## src/hdl/mtrd_pkg.sv

```systemverilog
// Shared types and constants for the Modbus TCP response deframer.
package mtrd_pkg;

    localparam int QUEUE_DEPTH = 4;

    localparam logic [7:0] EXC_BIT          = 8'h80;
    localparam logic [6:0] FC_READ_HOLDING  = 7'd3;
    localparam logic [6:0] FC_READ_INPUT    = 7'd4;
    localparam logic [6:0] FC_WRITE_SINGLE  = 7'd6;

    localparam logic [16:0] POS_TID_HI   = 17'd0;
    localparam logic [16:0] POS_TID_LO   = 17'd1;
    localparam logic [16:0] POS_LEN_HI   = 17'd4;
    localparam logic [16:0] POS_LEN_LO   = 17'd5;
    localparam logic [16:0] POS_UNIT     = 17'd6;
    localparam logic [16:0] POS_FUNC     = 17'd7;
    localparam logic [16:0] POS_COUNT    = 17'd8;
    localparam logic [16:0] POS_DATA     = 17'd9;
    localparam logic [16:0] POS_WS_HI    = 17'd10;
    localparam logic [16:0] POS_WS_LO    = 17'd11;
    localparam logic [16:0] HDR_LEN      = 17'd6;

    localparam logic [8:0] NEED_PLAIN = 9'd8;
    localparam logic [8:0] NEED_EXC   = 9'd9;
    localparam logic [8:0] NEED_WS    = 9'd12;

    typedef logic [1:0] t_status;
    localparam t_status ST_OK         = 2'd0;
    localparam t_status ST_INCOMPLETE = 2'd1;
    localparam t_status ST_MALFORMED  = 2'd2;

    typedef struct packed {
        logic [15:0] trans_id;
        logic [7:0]  unit_id;
        logic [6:0]  function_code;
        logic        exc_flag;
        logic [7:0]  exc_code;
        logic        reg_vld;
        logic [15:0] reg_value;
        logic [6:0]  reg_index;
        logic        cls_vld;
        logic [6:0]  cls_index;
        t_status     status;
    } t_entry;

endpackage

```

## src/hdl/mtrd_front.sv

```systemverilog
// Byte parser: tracks frame position, latches header fields, builds result entries.
module mtrd_front (
    input  logic                i_clk,
    input  logic                i_rst_n,
    input  logic                i_take,
    input  logic [7:0]          i_rx_byte,
    input  logic                i_end_of_buffer,
    output logic                o_wr,
    output mtrd_pkg::t_entry    o_entry
);

    logic [16:0] r_pos,   n_pos;
    logic [15:0] r_trans, n_trans;
    logic [15:0] r_len,   n_len;
    logic [7:0]  r_unit,  n_unit;
    logic [7:0]  r_func,  n_func;
    logic [7:0]  r_code,  n_code;
    logic [7:0]  r_hi,    n_hi;
    logic [6:0]  r_sent,  n_sent;
    logic        r_closed, n_closed;

    logic        plain, is_rd, is_ws;
    logic [16:0] off;
    logic [15:0] pair;
    logic [7:0]  rc;
    logic        rd_zone, rd_latch, rd_emit, ws_latch, ws_emit, reg_emit;
    logic [16:0] total;
    logic [17:0] pos_next;
    logic        close;
    logic [8:0]  need;
    mtrd_pkg::t_status cls_status;

    assign plain = (r_func & mtrd_pkg::EXC_BIT) == 8'd0;
    assign is_rd = plain && (r_func[6:0] == mtrd_pkg::FC_READ_HOLDING ||
                             r_func[6:0] == mtrd_pkg::FC_READ_INPUT);
    assign is_ws = plain && (r_func[6:0] == mtrd_pkg::FC_WRITE_SINGLE);

    assign off     = r_pos - mtrd_pkg::POS_DATA;
    assign pair    = off[16:1];
    assign rc      = {1'b0, r_code[7:1]};
    assign rd_zone = (r_pos >= mtrd_pkg::POS_DATA) && is_rd;
    assign rd_latch = rd_zone && !off[0];
    assign rd_emit  = rd_zone && off[0] && (pair < {8'd0, rc});
    assign ws_latch = !rd_zone && is_ws && (r_pos == mtrd_pkg::POS_WS_HI);
    assign ws_emit  = !rd_zone && is_ws && (r_pos == mtrd_pkg::POS_WS_LO);
    assign reg_emit = rd_emit || ws_emit;

    always_comb begin
        n_trans = r_trans;
        n_len   = r_len;
        n_unit  = r_unit;
        n_func  = r_func;
        n_code  = r_code;
        n_hi    = r_hi;
        unique case (1'b1)
            (r_pos == mtrd_pkg::POS_TID_HI || r_pos == mtrd_pkg::POS_TID_LO): begin
                n_trans = {r_trans[7:0], i_rx_byte};
            end
            (r_pos == mtrd_pkg::POS_LEN_HI || r_pos == mtrd_pkg::POS_LEN_LO): begin
                n_len = {r_len[7:0], i_rx_byte};
            end
            (r_pos == mtrd_pkg::POS_UNIT): n_unit = i_rx_byte;
            (r_pos == mtrd_pkg::POS_FUNC): n_func = i_rx_byte;
            (r_pos == mtrd_pkg::POS_COUNT): n_code = i_rx_byte;
            default: begin
                if (rd_latch || ws_latch) begin
                    n_hi = i_rx_byte;
                end
            end
        endcase
    end

    always_comb begin
        if (rd_emit) begin
            n_sent = pair[6:0] + 7'd1;
        end else if (ws_emit) begin
            n_sent = 7'd1;
        end else begin
            n_sent = r_sent;
        end
    end

    assign total    = mtrd_pkg::HDR_LEN + {1'b0, n_len};
    assign pos_next = {1'b0, r_pos} + 18'd1;
    assign close    = (r_pos >= mtrd_pkg::POS_LEN_LO) && (pos_next >= {1'b0, total});

    always_comb begin
        if (n_func[7]) begin
            need = mtrd_pkg::NEED_EXC;
        end else if (n_func[6:0] == mtrd_pkg::FC_READ_HOLDING ||
                     n_func[6:0] == mtrd_pkg::FC_READ_INPUT) begin
            need = mtrd_pkg::NEED_EXC + {1'b0, n_code[7:1], 1'b0};
        end else if (n_func[6:0] == mtrd_pkg::FC_WRITE_SINGLE) begin
            need = mtrd_pkg::NEED_WS;
        end else begin
            need = mtrd_pkg::NEED_PLAIN;
        end
        if (close) begin
            cls_status = (total < {8'd0, need}) ? mtrd_pkg::ST_MALFORMED : mtrd_pkg::ST_OK;
        end else begin
            cls_status = mtrd_pkg::ST_INCOMPLETE;
        end
    end

    always_comb begin
        o_entry.trans_id       = n_trans;
        o_entry.unit_id        = n_unit;
        o_entry.function_code  = n_func[6:0];
        o_entry.exc_flag       = n_func[7];
        o_entry.exc_code       = n_func[7] ? n_code : 8'd0;
        o_entry.reg_vld        = reg_emit;
        o_entry.reg_value      = {r_hi, i_rx_byte};
        o_entry.reg_index      = rd_emit ? pair[6:0] : 7'd0;
        o_entry.cls_vld        = close || i_end_of_buffer;
        o_entry.cls_index      = n_sent;
        o_entry.status         = cls_status;
    end

    assign o_wr = i_take && !r_closed && (reg_emit || close || i_end_of_buffer);

    assign n_pos    = pos_next[16:0];
    assign n_closed = close;

    always_ff @(posedge i_clk) begin
        if (!i_rst_n) begin
            r_pos    <= '0;
            r_trans  <= '0;
            r_len    <= '0;
            r_unit   <= '0;
            r_func   <= '0;
            r_code   <= '0;
            r_hi     <= '0;
            r_sent   <= '0;
            r_closed <= 1'b0;
        end else if (i_take) begin
            if (i_end_of_buffer) begin
                r_pos    <= '0;
                r_trans  <= '0;
                r_len    <= '0;
                r_unit   <= '0;
                r_func   <= '0;
                r_code   <= '0;
                r_hi     <= '0;
                r_sent   <= '0;
                r_closed <= 1'b0;
            end else if (!r_closed) begin
                r_pos    <= n_pos;
                r_trans  <= n_trans;
                r_len    <= n_len;
                r_unit   <= n_unit;
                r_func   <= n_func;
                r_code   <= n_code;
                r_hi     <= n_hi;
                r_sent   <= n_sent;
                r_closed <= n_closed;
            end
        end
    end

endmodule

```

## src/hdl/mtrd_queue.sv

```systemverilog
// Short entry queue between the byte parser and the result emitter.
module mtrd_queue #(
    parameter int DEPTH = mtrd_pkg::QUEUE_DEPTH
) (
    input  logic                i_clk,
    input  logic                i_rst_n,
    input  logic                i_wr,
    input  mtrd_pkg::t_entry    i_entry,
    input  logic                i_rd,
    output mtrd_pkg::t_entry    o_head,
    output logic                o_full,
    output logic                o_empty
);

    localparam int PW = (DEPTH > 1) ? $clog2(DEPTH) : 1;
    localparam int CW = $clog2(DEPTH + 1);

    mtrd_pkg::t_entry r_mem [DEPTH];
    logic [PW-1:0] r_wptr, n_wptr;
    logic [PW-1:0] r_rptr, n_rptr;
    logic [CW-1:0] r_cnt;
    logic          wr_en, rd_en;

    assign o_full  = (r_cnt == CW'(DEPTH));
    assign o_empty = (r_cnt == '0);
    assign wr_en   = i_wr && !o_full;
    assign rd_en   = i_rd && !o_empty;
    assign o_head  = r_mem[r_rptr];

    assign n_wptr = (r_wptr == PW'(DEPTH - 1)) ? '0 : r_wptr + PW'(1);
    assign n_rptr = (r_rptr == PW'(DEPTH - 1)) ? '0 : r_rptr + PW'(1);

    always_ff @(posedge i_clk) begin
        if (wr_en) begin
            r_mem[r_wptr] <= i_entry;
        end
    end

    always_ff @(posedge i_clk) begin
        if (!i_rst_n) begin
            r_wptr <= '0;
            r_rptr <= '0;
            r_cnt  <= '0;
        end else begin
            if (wr_en) begin
                r_wptr <= n_wptr;
            end
            if (rd_en) begin
                r_rptr <= n_rptr;
            end
            case ({wr_en, rd_en})
                2'b10:   r_cnt <= r_cnt + CW'(1);
                2'b01:   r_cnt <= r_cnt - CW'(1);
                default: r_cnt <= r_cnt;
            endcase
        end
    end

endmodule

```

## src/hdl/mtrd_back.sv

```systemverilog
// Result emitter: turns each queued entry into a register word, a closing word, or both.
module mtrd_back (
    input  logic                i_clk,
    input  logic                i_rst_n,
    input  mtrd_pkg::t_entry    i_head,
    input  logic                i_empty,
    input  logic                i_pop,
    output logic                o_deq,
    output logic                o_frame_end,
    output logic [15:0]         o_trans_id,
    output logic [7:0]          o_unit_id,
    output logic [6:0]          o_function_code,
    output logic                o_exc_flag,
    output logic [7:0]          o_exc_code,
    output logic [15:0]         o_register_value,
    output logic [6:0]          o_register_index,
    output logic [1:0]          o_status
);

    logic r_second;
    logic take, both, is_cls;

    assign take   = i_pop && !i_empty;
    assign both   = i_head.reg_vld && i_head.cls_vld;
    assign is_cls = r_second || !i_head.reg_vld;
    assign o_deq  = take && (r_second || !both);

    assign o_frame_end      = is_cls;
    assign o_trans_id       = i_head.trans_id;
    assign o_unit_id        = i_head.unit_id;
    assign o_function_code  = i_head.function_code;
    assign o_exc_flag       = i_head.exc_flag;
    assign o_exc_code       = i_head.exc_code;
    assign o_register_value = is_cls ? 16'd0 : i_head.reg_value;
    assign o_register_index = is_cls ? i_head.cls_index : i_head.reg_index;
    assign o_status         = is_cls ? i_head.status : mtrd_pkg::ST_OK;

    always_ff @(posedge i_clk) begin
        if (!i_rst_n) begin
            r_second <= 1'b0;
        end else if (o_deq) begin
            r_second <= 1'b0;
        end else if (take) begin
            r_second <= 1'b1;
        end
    end

endmodule

```

## src/hdl/modbus_tcp_response_deframer.sv

```systemverilog
// Modbus TCP response deframer: top level joining parser, queue and emitter.
// Result words are registered in the queue when the byte that causes them is taken.
// Throughput: one byte per cycle while the queue is not full; a byte that gives
// a register word and the closing word yields both in turn on the single-word port.
// Reset: synchronous active low; clears frame tracking, queue pointers, emitter.
module modbus_tcp_response_deframer #(
    parameter int QUEUE_DEPTH = mtrd_pkg::QUEUE_DEPTH
) (
    input  logic        i_clk,
    input  logic        i_rst_n,
    input  logic        push,
    output logic        full,
    input  logic [7:0]  i_rx_byte,
    input  logic        i_end_of_buffer,
    output logic        empty,
    input  logic        pop,
    output logic        o_frame_end,
    output logic [15:0] o_trans_id,
    output logic [7:0]  o_unit_id,
    output logic [6:0]  o_function_code,
    output logic        o_exc_flag,
    output logic [7:0]  o_exc_code,
    output logic [15:0] o_register_value,
    output logic [6:0]  o_register_index,
    output logic [1:0]  o_status
);

    logic             take, wr, deq;
    mtrd_pkg::t_entry wr_entry, head;

    assign take = push && !full;

    mtrd_front u_front (
        .i_clk           (i_clk),
        .i_rst_n         (i_rst_n),
        .i_take          (take),
        .i_rx_byte       (i_rx_byte),
        .i_end_of_buffer (i_end_of_buffer),
        .o_wr            (wr),
        .o_entry         (wr_entry)
    );

    mtrd_queue #(
        .DEPTH (QUEUE_DEPTH)
    ) u_queue (
        .i_clk   (i_clk),
        .i_rst_n (i_rst_n),
        .i_wr    (wr),
        .i_entry (wr_entry),
        .i_rd    (deq),
        .o_head  (head),
        .o_full  (full),
        .o_empty (empty)
    );

    mtrd_back u_back (
        .i_clk            (i_clk),
        .i_rst_n          (i_rst_n),
        .i_head           (head),
        .i_empty          (empty),
        .i_pop            (pop),
        .o_deq            (deq),
        .o_frame_end      (o_frame_end),
        .o_trans_id       (o_trans_id),
        .o_unit_id        (o_unit_id),
        .o_function_code  (o_function_code),
        .o_exc_flag       (o_exc_flag),
        .o_exc_code       (o_exc_code),
        .o_register_value (o_register_value),
        .o_register_index (o_register_index),
        .o_status         (o_status)
    );

endmodule
```

## config.mk

```make
export PLATFORM = sky130hd
export DESIGN_NAME = modbus_tcp_response_deframer
export DESIGN_NICKNAME = d
export VERILOG_FILES = /design/src/hdl/mtrd_pkg.sv /design/src/hdl/mtrd_front.sv /design/src/hdl/mtrd_queue.sv /design/src/hdl/mtrd_back.sv /design/src/hdl/modbus_tcp_response_deframer.sv
export SDC_FILE = /design/constraint.sdc
export NUM_CORES = 1
export LEC_CHECK = 0
export CORE_MARGIN = 5
export CORE_UTILIZATION = 40
export CTS_CLUSTER_SIZE = 14
export DETAILED_ROUTE_END_ITERATION = 8
export DONT_BUFFER_PORTS = 1
export MAX_ROUTING_LAYER = met4
export PLACE_DENSITY = 0.58
export SYNTH_ARGS = -nofsm -noshare
export SYNTH_HDL_FRONTEND = slang
export SYNTH_SLANG_ARGS = --single-unit
export TNS_END_PERCENT = 50
```

## constraint.sdc

```tcl
create_clock -name i_clk -period 8.65 [get_ports i_clk]
set_input_delay 0.4325 -clock i_clk [delete_from_list [all_inputs] [get_ports i_clk]]
set_output_delay 0.4325 -clock i_clk [all_outputs]
set_load 0.05 [all_outputs]
```

* Word-level counts from Yosys, hierarchy flattened
Memories as Yosys holds them, arrays and structs flattened. A register that Yosys moved wholly into a read port is not among the register bits. Cells that the tools add are included.
Operators by class: add/subtract/negate cells 9, magnitude comparators 5, equal/unequal tests 21, mux-type cells 44, bitwise logic cells 1, reduce and logical (&&, ||, !) cells 45
Operators with widths (count):
- 16-bit two-way mux | 7
- 8-bit two-way mux | 14
- 17-bit by 3-bit equality test with 1-bit output (second input constant) | 4
- 17-bit by 4-bit equality test with 1-bit output (second input constant) | 3
- 7-bit two-way mux | 6
- 17-bit two-way mux | 2
- 7-bit by 3-bit equality test with 1-bit output (second input constant) | 4
- 17-bit by 1-bit adder with 18-bit output (second input constant) | 1
- 18-bit by 17-bit >= comparator with 1-bit output | 1
- 1-bit logical AND | 18
- 9-bit two-way mux | 2
- 3-bit by 16-bit adder with 17-bit output (first input constant) | 1
- 17-bit by 1-bit equality test with 1-bit output (second input constant) | 1
- 17-bit by 3-bit >= comparator with 1-bit output (second input constant) | 1
- 17-bit by 4-bit >= comparator with 1-bit output (second input constant) | 1
- 17-bit zero test | 1
- 17-bit by 9-bit < comparator with 1-bit output | 1
- 17-bit by 4-bit subtractor with 17-bit output (second input constant) | 1
- 16-bit by 7-bit < comparator with 1-bit output | 1
- 7-bit by 2-bit equality test with 1-bit output (second input constant) | 2
- 2-bit two-way mux | 7
- 1-bit logical OR | 11
- 4-bit by 8-bit adder with 9-bit output (first input constant) | 1
- 8-bit zero test | 1
- other kinds (20) | 33
Storage, ports and cells: register bits after elaboration 97, bits in writable memories 296, input bits 13, output and inout bits 68, logic and storage cells 139, memories 1
Memories:
- u_queue.r_mem | depth 4, width 74, rd ports 1, clocked after memory_dff 1, wr ports 1, line mtrd_queue.sv:18 | mtrd_pkg::t_entry r_mem [DEPTH];

* Logic depth before layout (Yosys ltp)
Gate-level depths: netlist of the first run.
depth in word-level cells 14, mapped depth 28, mapped depth without buffers 26

* Hierarchy
From an unflattened synthesis of the first run, not the netlist that was laid out.
Unflattened totals: cells, all modules 1399, area, all modules 18758.0 um2
By module, submodules not included:
- mtrd_queue | instances 1, cells each 442, area an instance 11174.5 um2, seq. area each 9068.7 um2
- mtrd_front | instances 1, cells each 880, area an instance 6946.7 um2, seq. area each 1781.7 um2
- mtrd_back | instances 1, cells each 76, area an instance 623.1 um2, seq. area each 20.0 um2
- modbus_tcp_response_deframer | instances 1, cells each 1, area an instance 13.8 um2, seq. area each 0.0 um2

* Worst setup path after synthesis of the first run
Ideal clock, no wire load.
path type flip-flop to flip-flop, from reg u_front.r_pos[0], to mem u_queue.r_mem[0][0] (netlist name), enable pin, library setup time 507 ps, data arrival time 7418 ps, required time 8143 ps, slack 725 ps, stages on the path, launching flop included 23, buffers on the path 3, clock period less this slack 7925 ps, cells stage by stage dfxtp_1 -> buf_2 -> inv_1 -> ha_1 -> nor2_1 -> or2_2 -> nor3_2 -> buf_2 -> mux2i_1 -> ha_1 -> clkbuf_1 -> nor3b_2 -> xnor2_1 -> nor2_1 -> a21o_1 -> ha_1 -> nand2_1 -> o41a_1 -> o31ai_1 -> o21ai_1 -> nand2_1 -> o21ai_1 -> nor2_1
Between the ends: cells in the longest elaborated chain, start to end 12, elaborated cells on any way between the ends 26, those cells by class 3 x add/sub; 4 x order compare; 3 x eq/ne; 3 x mux; 13 x reduce/logical
RTL lines:
- from (decl) | line mtrd_front.sv:12 | logic [16:0] r_pos, n_pos;
- from (signal assigned) | line mtrd_front.sv:147 | r_pos <= n_pos;
- 17-bit by 3-bit equality test with 1-bit output or 17-bit by 4-bit >= comparator with 1-bit output (tied branches) | line mtrd_front.sv:59, mtrd_front.sv:41
- 1-bit logical OR or 1-bit logical AND (tied branches) | line mtrd_front.sv:59, mtrd_front.sv:41
- 16-bit two-way mux or 1-bit zero test (tied branches) | line mtrd_front.sv:55, mtrd_front.sv:45
- 3-bit by 16-bit adder with 17-bit output or 1-bit logical AND (tied branches) | line mtrd_front.sv:83, mtrd_front.sv:45
- 18-bit by 17-bit >= comparator with 1-bit output or 1-bit logical AND (tied branches) | line mtrd_front.sv:85, mtrd_front.sv:45
- 1-bit logical AND or 1-bit logical OR (tied branches) | line mtrd_front.sv:85, mtrd_front.sv:46
- 1-bit logical OR (*) (2 in a row) | line mtrd_front.sv:119 | assign o_wr = i_take && !r_closed && (reg_emit || close || i_end_of_buffer);
- 1-bit logical AND (*) | line mtrd_front.sv:119
- 1-bit logical AND (*) | line mtrd_queue.sv:26 | assign wr_en = i_wr && !o_full;
- 1-bit two-way mux (*) | line mtrd_queue.sv:34 | if (wr_en) begin
- 1-bit two-way mux (implied by the code) (*) | line mtrd_queue.sv:35 | r_mem[r_wptr] <= i_entry;
- to (decl) | line mtrd_queue.sv:18
Every way passes the cells marked *; elsewhere a longest branch is shown, timed or not.

* Worst setup path in the final report of the first run
from reg u_front.r_pos[0], to reg u_queue.r_cnt[2]
Between the ends: cells in the longest elaborated chain, start to end 12, elaborated cells on any way between the ends 28, those cells by class 3 x add/sub; 4 x order compare; 5 x eq/ne; 2 x mux; 14 x reduce/logical
RTL lines:
- 17-bit by 3-bit equality test with 1-bit output or 17-bit by 4-bit >= comparator with 1-bit output (tied branches) | line mtrd_front.sv:59, mtrd_front.sv:41
- 1-bit logical OR or 1-bit logical AND (tied branches) | line mtrd_front.sv:59, mtrd_front.sv:41
- 16-bit two-way mux or 1-bit zero test (tied branches) | line mtrd_front.sv:55, mtrd_front.sv:45
- 3-bit by 16-bit adder with 17-bit output or 1-bit logical AND (tied branches) | line mtrd_front.sv:83, mtrd_front.sv:45
- 18-bit by 17-bit >= comparator with 1-bit output or 1-bit logical AND (tied branches) | line mtrd_front.sv:85, mtrd_front.sv:45
- 1-bit logical AND or 1-bit logical OR (tied branches) | line mtrd_front.sv:85, mtrd_front.sv:46
- 1-bit logical OR (*) (2 in a row) | line mtrd_front.sv:119
- 1-bit logical AND (*) | line mtrd_front.sv:119
- 1-bit logical AND (*) | line mtrd_queue.sv:26
- 2-bit by 1-bit equality test with 1-bit output or 2-bit equality test (tied branches) | line mtrd_queue.sv:51 | case ({wr_en, rd_en})
- 3-bit one-hot mux with 2 select lines or 2-bit nonzero test (tied branches)
- to (signal assigned) | line mtrd_queue.sv:52 | 2'b10: r_cnt <= r_cnt + CW'(1);
- to (signal assigned) | line mtrd_queue.sv:53 | 2'b01: r_cnt <= r_cnt - CW'(1);
- to (signal assigned) | line mtrd_queue.sv:54 | default: r_cnt <= r_cnt;
- to (decl) | line mtrd_queue.sv:21 | logic [CW-1:0] r_cnt;
Marks and branches as above. A chain may end at the register's enable or synchronous reset.

==> results of run 1 <==
-- flip-flops by register name, indices dropped and copies added, names as in the netlist, named ones only --
name / flops
u_queue.r_rptr: 2
u_queue.r_mem: 296
u_front.r_trans: 16
u_back.r_second: 1
u_front.r_pos: 17
u_front.r_sent: 7
u_queue.r_wptr: 2
u_front.r_closed: 1
u_front.r_unit: 8
u_front.r_len: 16
u_front.r_code: 8
u_queue.r_cnt: 3
u_front.r_func: 8
u_front.r_hi: 8
-- through the flow --
step,cell area [sq um],worst slack [ns]
detailed placement,18400,1.50
finish,19800,1.37
CTS,19800,1.46
floorplan,17900,0.725
global route,19800,0.842
global placement,18400,1.70
-- logic make-up (layout without fill, tap and decap cells) --
kind of cell | after synthesis | in the layout | share of synthesized area [%]
flops | 395 | 395 | 60.9
simple gates | 335 | 335 | 10.4
compound gates | 178 | 178 | 6.85
mux | 140 | 140 | 13.3
buf+inv | 126 | 141 | 2.84
xor+xnor | 50 | 50 | 2.45
fa+ha+maj | 46 | 46 | 3.26
-- power breakdown --
part	leakage (nW)	internal (mW)	switching, mW	total [mW]
logic	2.41	0.270	0.628	0.897
registers	3.55	2.09	0.0566	2.14
clock network	0.627	0.999	0.695	1.69
total	6.58	3.35	1.38	4.73
-- what timing repair did --
item,in CTS,in global routing
hold buffers,8,0
setup endpoints to repair,0,0
hold endpoints to repair,32,0
-- worst register-to-register path, stage by stage, from the launching register on --
cell and delay (ns):
dfxtp_1 0.59, ha_1 0.27, nor2_1 0.07, or2_2 0.31, nor3_2 0.37, mux2i_1 0.39
ha_1 0.54, nand2b_1 0.19, nor2_1 0.04, mux2i_1 0.14, a31oi_1 0.07, nor2_1 0.15
ha_1 0.25, a21oi_1 0.15, o21ai_0 0.08, a21o_1 0.19, a221o_1 0.34, o21ai_1 0.47
nand2_1 0.22, o21ai_1 0.94, ha_1 0.34, inv_1 0.06, fa_1 0.37, xor2_1 0.15
or3_1 0.30, a21boi_0 0.19
-- cell type report --
class,count,area (sq um)
fillers,3897,24400
flip-flops and latches,395,10900
multi-input cells,749,6530
clock buffers,58,1130
well taps,592,741
repair buffers,25,208
inverters,42,158
clock inverters,16,154
-- layout by cell type (no fill, tap or decap), types with 22 or more instances in the layout --
master / netlist / final
a21oi_1: 26 / 25
a22oi_1: 60 / 60
clkbuf_16: 0 / 41
dfxtp_1: 99 / 97
edfxtp_1: 296 / 296
ha_1: 45 / 45
inv_1: 42 / 42
mux2_2: 39 / 39
mux2i_1: 27 / 27
mux4_2: 74 / 74
nand2_1: 66 / 66
nand3_1: 27 / 27
nor2_1: 52 / 48
nor2b_1: 82 / 82
o21ai_0: 29 / 29
xnor2_1: 28 / 28
xor2_1: 22 / 22
-- Yosys cell counts (28+ instances only) --
cell type | n | share of area (%)
edfxtp_1 | 296 | 50
dfxtp_1 | 99 | 11
nor2b_1 | 82 | 2.9
mux4_2 | 74 | 9.3
nand2_1 | 66 | 1.4
a22oi_1 | 60 | 2.5
clkbuf_1 | 58 | 1.2
nor2_1 | 52 | 1.1
ha_1 | 45 | 3.2
inv_1 | 42 | 0.88
mux2_2 | 39 | 2.5
o21ai_0 | 29 | 0.81
xnor2_1 | 28 | 1.4
-- worst max path at each step --
stage                startpoint                  end  slack [ns]  cells past startpoint
2_1_floorplan  u_front.r_pos[0]  u_queue.r_mem[0][0]        0.72                     22
5_1_grt        u_front.r_pos[0]     u_queue.r_cnt[2]        0.84                     24
3_3_place_gp   u_front.r_pos[0]     u_queue.r_cnt[2]        1.70                     25
3_5_place_dp   u_front.r_pos[0]     u_queue.r_cnt[2]        1.50                     25
6_report       u_front.r_pos[0]     u_queue.r_cnt[2]        1.37                     25
4_1_cts        u_front.r_pos[0]     u_queue.r_cnt[2]        1.46                     25
-- layer usage --
layer  share of wire [%]  vias up  wire, microns  track usage (%)
met5                   0        -              0                -
li1                    -     4775              -                -
met1                  45     5124          18400             22.5
met4                 2.7        0           1090             4.84
met2                  47      213          19500             27.0
met3                 4.9       78           2030             3.45
==> results.json, run 1 <==
{
  "status": "completed",
  "grt_overflow_total": 0,
  "holdPathEnd": "u_queue.r_cnt[1]",
  "rrSetupSlack_ns": 1.37,
  "reg2reg_depth": 25,
  "power_mw": 4.73,
  "cp-start-kind": "register",
  "min-delay-start": "i_rst_n",
  "fin_crit_ns": 7.28,
  "setup-violations-final": 0,
  "power.leakage_nw": 6.58,
  "drt_iter0_drc": 752,
  "async_reset_ff_share_pct": 0,
  "n_antenna_cell": 0,
  "vias_per_cell": 5.43,
  "vias": 10200,
  "fp.dieH_microns": 221,
  "ios": 81,
  "firstDrtPassIters": 5,
  "syn_inst": 1270,
  "drive_above_1_share_pct": 16.7,
  "required_ns": 9.10,
  "syn-num-nets": 1329,
  "max_stage_delay_ns": 0.94,
  "ctsHtreeMaxLevel": 2,
  "synthDistinctLibCells": 68,
  "yosys_warnings": 0,
  "fmax_mhz": 137,
  "drv_slew": 0,
  "ys.flop_type": "edfxtp_1",
  "port_buffers": 0,
  "grt_start_max_net_pins": 102,
  "synth.avg_cell_area_sq_um": 14.1,
  "worstHoldPathCells": 1,
  "fp.coreArea_sq_um": 44200,
  "finalCritPeriodShare_pct": 84.2,
  "synth_seq_cells": 395,
  "grt_pass1_wl_microns": 63700,
  "finish.utilization_pct": 44.8,
  "synthesis.area_sq_um": 17900,
  "reg2reg_to": "u_queue.r_cnt[2]",
  "tightest_slew_ns": 1.15,
  "instances_no_fill": 1877,
  "die_w_microns": 221,
  "crit_path_end_kind": "register",
  "cts_tree": "yes",
  "place.gp.congestion": 0.887,
  "cts_setup_buffers": 0,
  "skew_ns": 0.0222,
  "finalNetCount": 1313,
  "seq_area_frac_synth_pct": 60.9,
  "crit_type": "register to register",
  "cpLargestDelayFamily": "compound AO/OA/AOI/OAI gates",
  "totalWireLength_microns": 41000,
  "grt_setup_unrepaired": "false",
  "whs_ns": 0.0400,
  "crit_path_max_fanout": 13,
  "r2r-start": "u_front.r_pos[0]",
  "tns_ns": 0,
  "root_buffer": "clkbuf_16",
  "start_util_pct": 40.4,
  "crit_top_cell": "ha_1",
  "clockBufferDepth": 3,
  "die_area_sq_um": 49000,
  "cts.repair.resized": 0,
  "path_clk_slew_ns": 0.06,
  "row_count": 77,
  "placed_cells": 1795,
  "min-delay-path-class": "primary input to register",
  "first_global_vias": 10400,
  "areaGrowthSynthToFinish_pct": 10.9,
  "final_hold_viol_count": 0,
  "antenna_left": 0,
  "synth_edf_count": 296,
  "track_usage_pct": 17.0,
  "clock_sinks": 395,
  "slew_headroom_pct": 22.9,
  "maxCapViolations": 0,
  "ir_worst_vdd_uv": 162,
  "cp_slowest_cell": "o21ai_1",
  "power_density_nw_per_um2": 239,
  "wire_per_inst_microns": 21.9,
  "drc": 0,
  "clk_latency_ns": 0.54,
  "crit_arrival_ns": 7.73,
  "crit_buf_inv": 1,
  "cts_made_buffers": 41,
  "hpwl_microns": 25600,
  "antenna_found_initial": 0
}
Note: power is estimated with default switching activity, not from simulation.
==> inputs of run 2 (changes only) <==
Clock period 8.65 ns to 7.6 ns, I/O delays scaled along.
==> results.json, run 2 (same netlist as run 1, synthesis figures left out) <==
{
  "maxCapViolations": 0,
  "clockBufferDepth": 3,
  "cts_made_buffers": 42,
  "slew_headroom_pct": 28.4,
  "finalCritPeriodShare_pct": 87.3,
  "largest_register": "u_queue.r_mem",
  "grt_setup_unrepaired": "false",
  "crit_type": "register to register",
  "path_clk_slew_ns": 0.06,
  "power_density_nw_per_um2": 276,
  "crit_buf_inv": 3,
  "clock_sinks": 395,
  "largest_reg_flops": 296,
  "port_buffers": 0,
  "final_hold_viol_count": 0,
  "ir_worst_vdd_uv": 172,
  "power.leakage_nw": 6.65,
  "grt_pass1_wl_microns": 66000,
  "layout.cells.most_common": "edfxtp_1",
  "finalNetCount": 1318,
  "drive_above_1_share_pct": 17.2,
  "root_buffer": "clkbuf_16",
  "place.gp.congestion": 0.920,
  "setup-violations-final": 0,
  "path_depth": 27,
  "cts_tree": "yes",
  "final_cell_mix": "296 x edfxtp_1, 97 x dfxtp_1, 82 x nor2b_1, 74 x mux4_2, 66 x nand2_1",
  "dpl_cell_area_sq_um": 18500,
  "fin_crit_ns": 6.63,
  "crit_path_max_fanout": 24,
  "min-delay-path-class": "primary input to register",
  "cp_slowest_cell": "dfxtp_1",
  "vias": 10300,
  "vias_per_cell": 5.49,
  "required_ns": 8.07,
  "areaGrowthSynthToFinish_pct": 11.9,
  "clk_latency_ns": 0.57,
  "max_stage_delay_ns": 0.58,
  "ios": 81,
  "fp.coreArea_sq_um": 44200,
  "design_area_sq_um": 20000,
  "cpLargestDelayFamily": "adder cells",
  "grt_start_max_net_pins": 100,
  "drc": 0,
  "reg2reg_depth": 27,
  "worstHoldPathCells": 2,
  "fmax_mhz": 151,
  "grt_overflow_total": 0,
  "crit_top_cell": "ha_1",
  "die_w_microns": 221,
  "ctsHtreeMaxLevel": 2,
  "instances_no_fill": 1886,
  "fp.dieH_microns": 221,
  "hpwl_microns": 26200,
  "row_count": 77,
  "cp-start-kind": "register",
  "die_area_sq_um": 49000,
  "status": "completed",
  "crit_arrival_ns": 7.10,
  "drt_iter0_drc": 883,
  "cts_setup_buffers": 0,
  "wire_per_inst_microns": 22.4,
  "first_global_vias": 10600,
  "totalWireLength_microns": 42200,
  "antenna_found_initial": 2,
  "drv_slew": 0,
  "top_regs": "u_queue.r_mem: 296 flops, u_front.r_pos: 17 flops",
  "track_usage_pct": 17.8,
  "start_util_pct": 40.4,
  "antenna_left": 0,
  "crit_path_end_kind": "register",
  "skew_ns": 0.0232,
  "firstDrtPassIters": 5,
  "placed_cells": 1797,
  "tightest_slew_ns": 1.07
}
[run 2: changes by cell type in the layout (fill, tap and decap cells not counted), sizes merged]
cell / delta
clkinv: -3
buf: +3
clkinvlp: +1
clkbuf: +6
diode: +1
dlygate4sd3: +1
[run 2: final cells by class]
cell class | instances | area (sq um)
fillers | 3871 | 24200
flip-flops and latches | 395 | 10900
multi-input cells | 749 | 6530
clock buffers | 64 | 1210
well taps | 592 | 741
repair buffers | 29 | 285
clock inverters | 14 | 171
inverters | 42 | 158
diodes | 1 | 2.50
[run 2: layer usage]
metal / GRT usage (%) / vias to the layer above / routed length, microns
li1: - / 4788 / -
met1: 23.4 / 5192 / 18500
met2: 27.9 / 293 / 20200
met3: 3.42 / 76 / 2310
met4: 6.18 / 0 / 1250
met5: - / - / 0
[run 2: final timing paths]
| path | start | to | slack (ns) |
|---|---|---|---|
| max | u_front.r_pos[0] | u_queue.r_cnt[2] | 0.97 |
| min | i_rst_n | u_front.r_sent[6] | 0.09 |
| max reg2reg | u_front.r_pos[0] | u_queue.r_cnt[2] | 0.97 |
| min reg2reg | u_front.r_sent[3] | u_front.r_sent[3] | 0.49 |
[run 2: report_power, final]
part           internal, mW  switching [mW]  total (mW)
clock network          1.21           0.825        2.03
registers              2.37          0.0664        2.44
logic                 0.310           0.725        1.03
total                  3.89            1.62        5.51
[run 2: repair_timing]
action / in CTS / in global routing
resized for setup: 0 / 0
hold endpoints to repair: 131 / 0
endpoints found under the setup margin: 0 / 0
hold buffers: 10 / 0
[run 2: per-stage QoR]
stage | worst slack (ns) | hold slack [ns] | util (%) | setup TNS, ns | power, mW
global route | 0.437 | 0.0687 | 45.2 | 0 | 5.73
CTS | 1.02 | 0.0590 | 45.2 | 0 | 5.60
floorplan | -0.325 | 0.443 | - | -96.30 | 3.37
detailed placement | 1.05 | 0.471 | 41.8 | 0 | 3.53
global placement | 1.30 | 0.458 | 41.8 | 0 | 3.52
finish | 0.966 | 0.0929 | 45.2 | 0 | 5.51
==> inputs of run 3 (changes only) <==
Settings changed: PLACE_DENSITY 0.58 to 0.61.
==> results.json, run 3 (same netlist as run 1, synthesis figures left out) <==
{
  "status": "completed",
  "crit_top_cell": "ha_1",
  "grt_overflow_total": 0,
  "n_antenna_cell": 0,
  "crit_path_max_fanout": 13,
  "first_global_vias": 10400,
  "power_mw": 5.45,
  "row_count": 77,
  "antenna_found_initial": 2,
  "clk_latency_ns": 0.54,
  "top_regs": "u_queue.r_mem: 296 flops, u_front.r_pos: 17 flops",
  "hpwl_microns": 25800,
  "path_clk_slew_ns": 0.07,
  "cts-hold-fix-buffers": 10,
  "pre_cts_ws_ns": 1.15,
  "fin_crit_ns": 6.58,
  "drive_above_1_share_pct": 17.3,
  "root_buffer": "clkbuf_16",
  "slew_headroom_pct": 24.5,
  "antenna_left": 0,
  "tightest_slew_ns": 1.13,
  "wl_met3_microns": 1990,
  "rrSetupSlack_ns": 1.02,
  "placed_cells": 1797,
  "drv_slew": 0,
  "cp_slowest_cell": "dfxtp_1",
  "grt_start_max_net_pins": 75,
  "topRoutingLayerUsed": "met4",
  "required_ns": 8.06,
  "design_area_sq_um": 19900,
  "wl_met2_microns": 19700,
  "finish.utilization_pct": 45.1,
  "fp.coreArea_sq_um": 44200,
  "crit_type": "register to register",
  "tns_ns": 0,
  "track_usage_pct": 16.9,
  "fmax_mhz": 152,
  "cts_tree": "yes",
  "holdPathEnd": "u_front.r_hi[7]",
  "cp-start-kind": "register",
  "firstDrtPassIters": 5,
  "grt_pass1_wl_microns": 63700,
  "die_area_sq_um": 49000,
  "fillers": 3899,
  "port_buffers": 0,
  "cts.repair.resized": 0,
  "multi_input_comb_area_sq_um": 6530,
  "ctsHtreeMaxLevel": 2,
  "vias_per_cell": 5.48,
  "clock_sinks": 395,
  "drt_iter0_drc": 820,
  "start_util_pct": 40.4,
  "layout.cells.most_common": "edfxtp_1",
  "worstHoldPathCells": 2,
  "seqCellArea_sq_um": 10900,
  "place.gp.congestion": 0.928,
  "ir_worst_vdd_uv": 149,
  "maxCapViolations": 0,
  "reg2reg_depth": 25,
  "r2r-start": "u_front.r_pos[0]",
  "totalWireLength_microns": 40900,
  "final_cell_mix": "296 x edfxtp_1, 97 x dfxtp_1, 82 x nor2b_1, 74 x mux4_2, 66 x nand2_1",
  "finalCritPeriodShare_pct": 86.5,
  "power_density_nw_per_um2": 273,
  "whs_ns": 0.0306,
  "skew_ns": 0.0138,
  "setup-violations-final": 0,
  "finalNetCount": 1318,
  "met1_length_microns": 18500,
  "crit_path_end_kind": "register",
  "crit_arrival_ns": 7.03,
  "drc": 0,
  "power.leakage_nw": 6.65,
  "grt_setup_unrepaired": "false",
  "instances_no_fill": 1884,
  "clockBufferDepth": 3,
  "fp.dieH_microns": 221,
  "ios": 81,
  "max_stage_delay_ns": 0.58,
  "min-delay-path-class": "primary input to register",
  "worst_slack_ns": 1.02,
  "largest_reg_flops": 296,
  "die_w_microns": 221,
  "cts_made_buffers": 42,
  "final_hold_viol_count": 0,
  "cts_setup_buffers": 0,
  "largest_register": "u_queue.r_mem",
  "vias": 10300,
  "reg2reg_to": "u_queue.r_cnt[2]",
  "min-delay-start": "i_rx_byte[7]",
  "wire_per_inst_microns": 21.7,
  "areaGrowthSynthToFinish_pct": 11.7,
  "dpl_cell_area_sq_um": 18500
}
==> run 3: report_power, final <==
group | switching, mW | total [mW] | leakage [nW] | internal, mW
Sequential | 0.0676 | 2.44 | 3.55 | 2.37
Combinational | 0.731 | 1.04 | 2.45 | 0.312
Clock | 0.805 | 1.97 | 0.650 | 1.16
==> run 3: metal layers <==
metal  up-vias  GRT usage (%)
li1       4782              -
met1      5289           22.5
met2       205           27.1
met3        49           3.18
met4         0           3.84
met5         -              -
==> run 3: worst max-delay path by stage <==
stage                           from             endpoint  depth (start not counted)
floorplan           u_front.r_pos[0]  u_queue.r_mem[0][0]                         22
global placement    u_front.r_pos[0]     u_queue.r_cnt[2]                         26
detailed placement  u_front.r_pos[0]     u_queue.r_cnt[2]                         26
CTS                 u_front.r_pos[0]     u_queue.r_cnt[2]                         25
global route        u_front.r_pos[0]     u_queue.r_cnt[2]                         25
finish              u_front.r_pos[0]     u_queue.r_cnt[2]                         25
==> run 3: layout make-up <==
type	instances	area share, %
tap	592	3.71
clock buffer	63	6.19
clock inverter	14	0.540
timing repair buffer	29	1.48
sequential	395	54.5
inverter	42	0.791
multi-input combinational	749	32.7
==> run 3: worst max-delay path, delay by kind of cell (launching register included) <==
family                   cells  cell delay, ns
XOR/XNOR                     2            0.31
adder cells (fa/ha/maj)      5            1.68
AO/OA/AOI/OAI                8            1.73
multiplexers                 1            0.39
flip-flops                   1            0.58
buffers and inverters        2            0.29
AND/OR/NAND/NOR              7            1.49
